$ cat src/hw/rtl/pcpt_pkg.sv
package pcpt_pkg;

  localparam int PW = 35;
  localparam int WW = 37;

  typedef enum logic [7:0] {
    REG_QUAT_W        = 8'd0,
    REG_QUAT_X        = 8'd1,
    REG_QUAT_Y        = 8'd2,
    REG_QUAT_Z        = 8'd3,
    REG_SHIFT_X       = 8'd4,
    REG_SHIFT_Y       = 8'd5,
    REG_SHIFT_Z       = 8'd6,
    REG_CAMERA_OFFSET = 8'd7
  } reg_index_t;

  localparam logic signed [24:0] PITCH_COS = 25'sd15891551;
  localparam logic signed [24:0] PITCH_SIN = 25'sd5378994;
  localparam int PITCH_FRAC = 24;
  localparam int ROT_FRAC = 28;
  localparam logic signed [31:0] ROT_ONE = 32'sd268435456;
  localparam logic signed [15:0] Q_LIMIT = 16'sd16384;

  typedef logic signed [PW-1:0] pcoord_t;
  typedef logic signed [WW-1:0] wcoord_t;

  typedef struct packed {
    logic signed [31:0] r00;
    logic signed [31:0] r01;
    logic signed [31:0] r02;
    logic signed [31:0] r10;
    logic signed [31:0] r11;
    logic signed [31:0] r12;
    logic signed [31:0] r20;
    logic signed [31:0] r21;
    logic signed [31:0] r22;
    logic signed [31:0] shift_x;
    logic signed [31:0] shift_y;
    logic signed [31:0] shift_z;
    logic signed [15:0] off_x;
    logic signed [15:0] off_y;
    logic signed [15:0] off_z;
  } pose_t;

  typedef struct packed {
    pcoord_t x;
    pcoord_t y;
    pcoord_t z;
    logic    last;
  } bpoint_t;

  typedef struct packed {
    wcoord_t x;
    wcoord_t y;
    wcoord_t z;
    logic    last;
  } wpoint_t;

endpackage

$ cat src/hw/rtl/pcpt_pitch.sv
module pcpt_pitch
  import pcpt_pkg::*;
(
  input  logic               clk,
  input  logic               rst,
  input  pose_t              pose,
  input  logic               in_valid,
  output logic               in_ready,
  input  logic signed [31:0] point_x,
  input  logic signed [31:0] point_y,
  input  logic signed [31:0] point_z,
  input  logic               last_in,
  output logic               out_valid,
  input  logic               out_ready,
  output bpoint_t            bp
);

  localparam logic signed [58:0] PITCH_HALF = 59'sd1 <<< (PITCH_FRAC - 1);

  logic               v1;
  logic               ready1, ready2;
  logic signed [32:0] bx, by, bz;
  logic signed [57:0] cbx, sbz, cbz, sbx;
  logic signed [32:0] by1;
  logic               last1;
  logic signed [58:0] sum_x, sum_z;

  // body frame: (x,y,z) -> (z,-x,-y)
  assign bx = {point_z[31], point_z};
  assign by = -$signed({point_x[31], point_x});
  assign bz = -$signed({point_y[31], point_y});

  assign ready2   = !out_valid || out_ready;
  assign ready1   = !v1 || ready2;
  assign in_ready = ready1;

  always_ff @(posedge clk) begin
    if (rst) begin
      v1 <= 1'b0;
    end else if (ready1) begin
      v1 <= in_valid;
    end
  end

  always_ff @(posedge clk) begin
    if (in_valid && ready1) begin
      cbx   <= 58'(PITCH_COS) * 58'(bx);
      sbz   <= 58'(PITCH_SIN) * 58'(bz);
      cbz   <= 58'(PITCH_COS) * 58'(bz);
      sbx   <= 58'(PITCH_SIN) * 58'(bx);
      by1   <= by;
      last1 <= last_in;
    end
  end

  assign sum_x = 59'(cbx) + 59'(sbz) + PITCH_HALF;
  assign sum_z = 59'(cbz) - 59'(sbx) + PITCH_HALF;

  always_ff @(posedge clk) begin
    if (rst) begin
      out_valid <= 1'b0;
    end else if (ready2) begin
      out_valid <= v1;
    end
  end

  always_ff @(posedge clk) begin
    if (v1 && ready2) begin
      bp.x    <= PW'(sum_x >>> PITCH_FRAC) + (PW'(pose.off_x) <<< 8);
      bp.y    <= PW'(by1) + (PW'(pose.off_y) <<< 8);
      bp.z    <= PW'(sum_z >>> PITCH_FRAC) + (PW'(pose.off_z) <<< 8);
      bp.last <= last1;
    end
  end

endmodule

$ cat config.mk
export PLATFORM = sky130hd
export DESIGN_NAME = pcpt_pitch
export DESIGN_NICKNAME = d
export VERILOG_FILES = /design/src/hw/rtl/pcpt_pkg.sv /design/src/hw/rtl/pcpt_pitch.sv
export SDC_FILE = /design/constraint.sdc
export NUM_CORES = 2
export LEC_CHECK = 0
export BUFFER_PORTS_ARGS = -buffer_cell sky130_fd_sc_hd__buf_2
export CAP_MARGIN = 20
export CORE_MARGIN = 3
export CORE_UTILIZATION = 45
export DETAILED_ROUTE_END_ITERATION = 7
export GPL_TIMING_DRIVEN = 0
export HOLD_SLACK_MARGIN = 0.03
export PLACE_DENSITY = 0.73
export SETUP_SLACK_MARGIN = 0.2
export SLEW_MARGIN = 20
export SYNTH_ARGS = -nofsm -noshare
export SYNTH_HDL_FRONTEND = slang
export SYNTH_SLANG_ARGS = --single-unit
$ cat constraint.sdc
create_clock -name clk -period 9.77 [get_ports clk]
set_input_delay 0 -clock clk [delete_from_list [all_inputs] [get_ports clk]]
set_output_delay 0 -clock clk [all_outputs]
set_load 0.02 [all_outputs]
After elaboration in Yosys (flattened, before gate mapping)
Cells that the tools add are included.
{ "totals": {"regBits": 368, "input_bits": 533, "out_inout_bits": 108, "elab_cells": 31} }
{ "op_classes": {"n_addsub": 9, "n_mul": 4, "reduce_logical": 6} }
{ "ops": {"columns": ["op", "n"], "rows": [
  ["adder 59 x 25 -> 59 bit (second input constant)", 2],
  ["adder 35 x 24 -> 35 bit", 2],
  ["negator 32 -> 33 bit", 2],
  ["subtractor 58 x 56 -> 59 bit", 1],
  ["adder 57 x 57 -> 58 bit", 1],
  ["multiplier 25 x 33 -> 58 bit (first input constant)", 1],
  ["multiplier 25 x 32 -> 57 bit (first input constant)", 1],
  ["multiplier 23 x 33 -> 56 bit (first input constant)", 1],
  ["multiplier 23 x 32 -> 55 bit (first input constant)", 1],
  ["adder 33 x 24 -> 34 bit", 1],
  ["logical AND 1 bit", 2],
  ["logical NOT 1 bit", 2],
  ["logical OR 1 bit", 2]
]} }

Longest topological paths before layout
{ "logic_depth": {"depth_word": 4, "depth_mapped": 40} }

Worst setup path before layout
OpenSTA, ideal clock, no wires.
{ "synth_path": {"path_type": "input port to flip-flop", "startpoint": "input point_y[3]", "endpoint": "register cbz[56], data pin", "setup_ns": 0.266, "arrival_ns": 9.563, "required_time_ns": 9.504, "setup_slack_ns": -0.059, "stages": 38, "path_buffers": 5, "cell_sequence": "buf_6 > or4_4 > or3_4 > or4_1 > buf_2 > nor2_2 > nand3b_2 > nor3_4 > a21oi_2 > inv_4 > buf_2 > buf_1 > fa_1 > fa_1 > inv_1 > ha_1 > fa_1 > fa_1 > [... 2 more ...] > fa_1 > inv_1 > ha_1 > clkbuf_1 > a21oi_1 > o21ai_1 > a21o_1 > a21oi_1 > nor2b_1 > o21ai_0 > nand2b_1 > a311o_1 > or3_1 > a311o_1 > and3_1 > a21o_1 > nor4b_1 > nor3_1"} }
{ "synth_between": {"elab_chain_cells": 2} }
{ "synth_rtl": {"columns": ["item", "line", "source"], "rows": [
  ["start, declared", "pcpt_pitch.sv:10", "input logic signed [31:0] point_y,"],
  ["negator 32 -> 33 bit", "pcpt_pitch.sv:31", "assign bz = -$signed({point_y[31], point_y});"],
  ["multiplier 25 x 33 -> 58 bit", "pcpt_pitch.sv:49", "cbz <= 58'(PITCH_COS) * 58'(bz);"],
  ["end signal, assigned", "pcpt_pitch.sv:49", null],
  ["end, declared", "pcpt_pitch.sv:23", "logic signed [57:0] cbx, sbz, cbz, sbx;"]
]} }
Every way passes these cells.
A chain may end at the register's enable or synchronous reset.

Worst setup path in the final report
{ "layout_path": {"startpoint": "input point_y[4]", "endpoint": "register cbz[56], data pin"} }
Same word-level chain as after synthesis.

==> reports/metrics.cfg <==
[logic_synthesis]
synth_edf_count=363
syn_nets=10400
ys_warn_count=0
synth_seq_cells=365
synthFlopType=edfxtp_1
syn_area_per_cell_um2=10.2
async_flop_share_pct=0
ys_types=103
synthCells=7426
syn_area_um2=75700
yosysSeqAreaShare_pct=14.4

[place]
place_congestion=1.03
port-buffer-count=254
dp.final_hpwl_mm=197
dp_slack_ns=-1.73

[floorplanning]
ioPinCount=641
start_util_pct=45.6
die_w_um=416
die-height_um=416
die_area_um2=173000
placementRows=149
core_area_um2=166000

[grt]
grt.overflow.total=0
antenna_found_initial=3
grt_use_total_pct=26.4
grt_pass1_wl_mm=346
grt_max_degree=62
first_global_vias=58000

[cts]
cts_root_buf=clkbuf_16
cts_max_level=2
clkSinkCount=365
cts_inserted_buffers=49
insertion_delay_ns=0.69
clk_pin_slew_worst_paths_ns=0.05
cts_tree=built
clock_path_buffers=3

[finish]
drive_above_1_share_pct=7.70
multi_input_area_um2=58500
seq_area_um2=10900
final_cell_mix=inv_1 (1781), fa_1 (1259), ha_1 (1178), a21oi_1 (385), xnor2_1 (381)
fin_util_pct=50.8
fin_nets=10900
nFillCells=14800
syn2layout_area_growth_pct=11.5
final_common_cell=inv_1

[worst_setup_path]
r2r_start=sbz[6]$_DFFE_PP_
worstPathMaxFanout=6
critPathCaptureType=register
required_ns=10.14
crit_start=point_y[4]
slowest_delay_ns=0.60
startpoint_type=input port
arrival_ns=9.77
worst-setup-path-type=in2reg
cpMostUsedCell=fa_1
slowest_stage=fa_2

[drt]
drt_wl_total_mm=229
drc_errors=0
viasPerCell=5.39
drt_iter0_drc=4170
vias=54800
wl_per_cell_um=22.5
firstDrtPassIters=6
drtAntennaViolNets=0

[sta]
relSlewSlack_pct=26.3
fin_ws_ns=0.369
maxSlewViolCount=0
holdWs_ns=0.101
hold_viol=0
finClkSkew_ns=0.0941
tightest_slew_ns=1.10
period_needed_ns=9.40
period_share_pct=96.2
setup_tns_ns=0
finalSetupViolations=0
fmax_mhz=106
rsz0062_at_grt=true

[worst_hold_path]
min_from=pose[15]
hp-class=in2reg

[run_status]
status=finished clean

[job]
drv_cap=0

-- flip-flops by register name, indices dropped and copies added (netlist names) --
signal,cells
bp,105
cbz,58
cbx,57
sbz,55
sbx,54
by1,33
last1,1
out_valid,1
v1,1
-- through the flow --
stage | instance area (um2) | instances
after detailed placement | 80400 | 9889
final | 84500 | 10200
after floorplan | 75800 | 7426
after CTS | 83700 | 10100
after global routing | 84400 | 10200
after global placement | 79800 | 9869
-- cell families after synthesis --
group,Yosys count,share of synthesized area [%]
flip-flops,365,14.4
AND/OR/NAND/NOR,1035,6.80
buffers and inverters,1858,9.25
XOR/XNOR,577,6.75
multiplexers,14,0.185
adder cells (fa/ha/maj),2454,53.1
AO/OA/AOI/OAI,1123,9.49
-- cell type report --
class                   instances  area share, %
plain buffers                  68          0.436
diodes                          4         0.0119
well taps                    2189           3.24
clock buffers                  56           1.51
multi-input cells            5203           69.3
flip-flops and latches        365           13.0
repair buffers                463           4.11
clock inverters                32          0.480
inverters                    1790           7.98
-- critical path: cells and delay by family --
kind	cells	cell delay (ns)
adders and majority gates	8	4.01
and+or+nand+nor	14	3.35
AOI/OAI and AO/OA	5	1.31
buffers and inverters	7	0.94
xor gates and xnor gates	1	0.14
-- worst paths after layout --
kind                        to  slack, ns  depth (start not counted)
max          cbz[56]$_DFFE_PP_       0.37                         35
min           bp[28]$_DFFE_PP_       0.10                          3
max reg2reg  bp[105]$_DFFE_PP_       1.10                         28
min reg2reg    bp[0]$_DFFE_PP_       0.41                          0
-- cells in the mapped netlist, types with 9 or more instances --
library cell  number  share of area (%)
o21bai_1          60               0.59
mux2i_1           14               0.19
a21oi_1          389                2.6
nand3_1           83               0.55
o21ai_0          172                1.1
buf_2             10              0.066
nand2_1          238                1.2
nand4_1           39               0.32
a31oi_1           38               0.31
nor4_1            20               0.17
nand2b_1          82               0.68
xor2_1           173                2.0
clkbuf_1          46               0.23
and3_1            30               0.25
xnor2_1          398                4.6
nor2_1           277                1.4
buf_1              9              0.045
o21a_1            55               0.55
inv_1           1787                8.9
a21o_1           178                1.8
and2_1            33               0.27
fa_1            1266                 33
a211o_1           10               0.12
a31o_2            10               0.12
ha_1            1188                 20
and4_1            10               0.12
nor3_1            77               0.51
nor2b_1           51               0.42
or2_2             29               0.24
o21ai_1           14              0.093
a21boi_0          11               0.11
edfxtp_1         363                 14
a2111oi_0         12               0.14
or3_1             18               0.15
a211oi_1          27               0.27
o22ai_1           11              0.091
o211ai_1          16               0.16
o31ai_1           16               0.16
-- per-layer routing --
layer | GRT usage, % | wire length, um | vias to the layer above | part of all wire [%]
met3 | 4.25 | 15600 | 472 | 6.8
met4 | 14.9 | 16600 | 0 | 7.2
met1 | 34.1 | 92000 | 27300 | 40
met2 | 42.4 | 105000 | 2050 | 46
met5 | 0 | 0 | - | 0
li1 | - | - | 25000 | -
-- what timing repair did --
action,4_1_cts,5_1_grt
pin swaps,12,27
endpoints found under the hold margin,123,0
cloned,0,2
endpoints found under the setup margin,42,29
buffers inserted,32,33
hold buffers,121,0
resized for setup,48,88
Power is left out: the tool's default activity adds up to more than one toggle a clock period on the data nets, which glitch-free logic cannot reach.
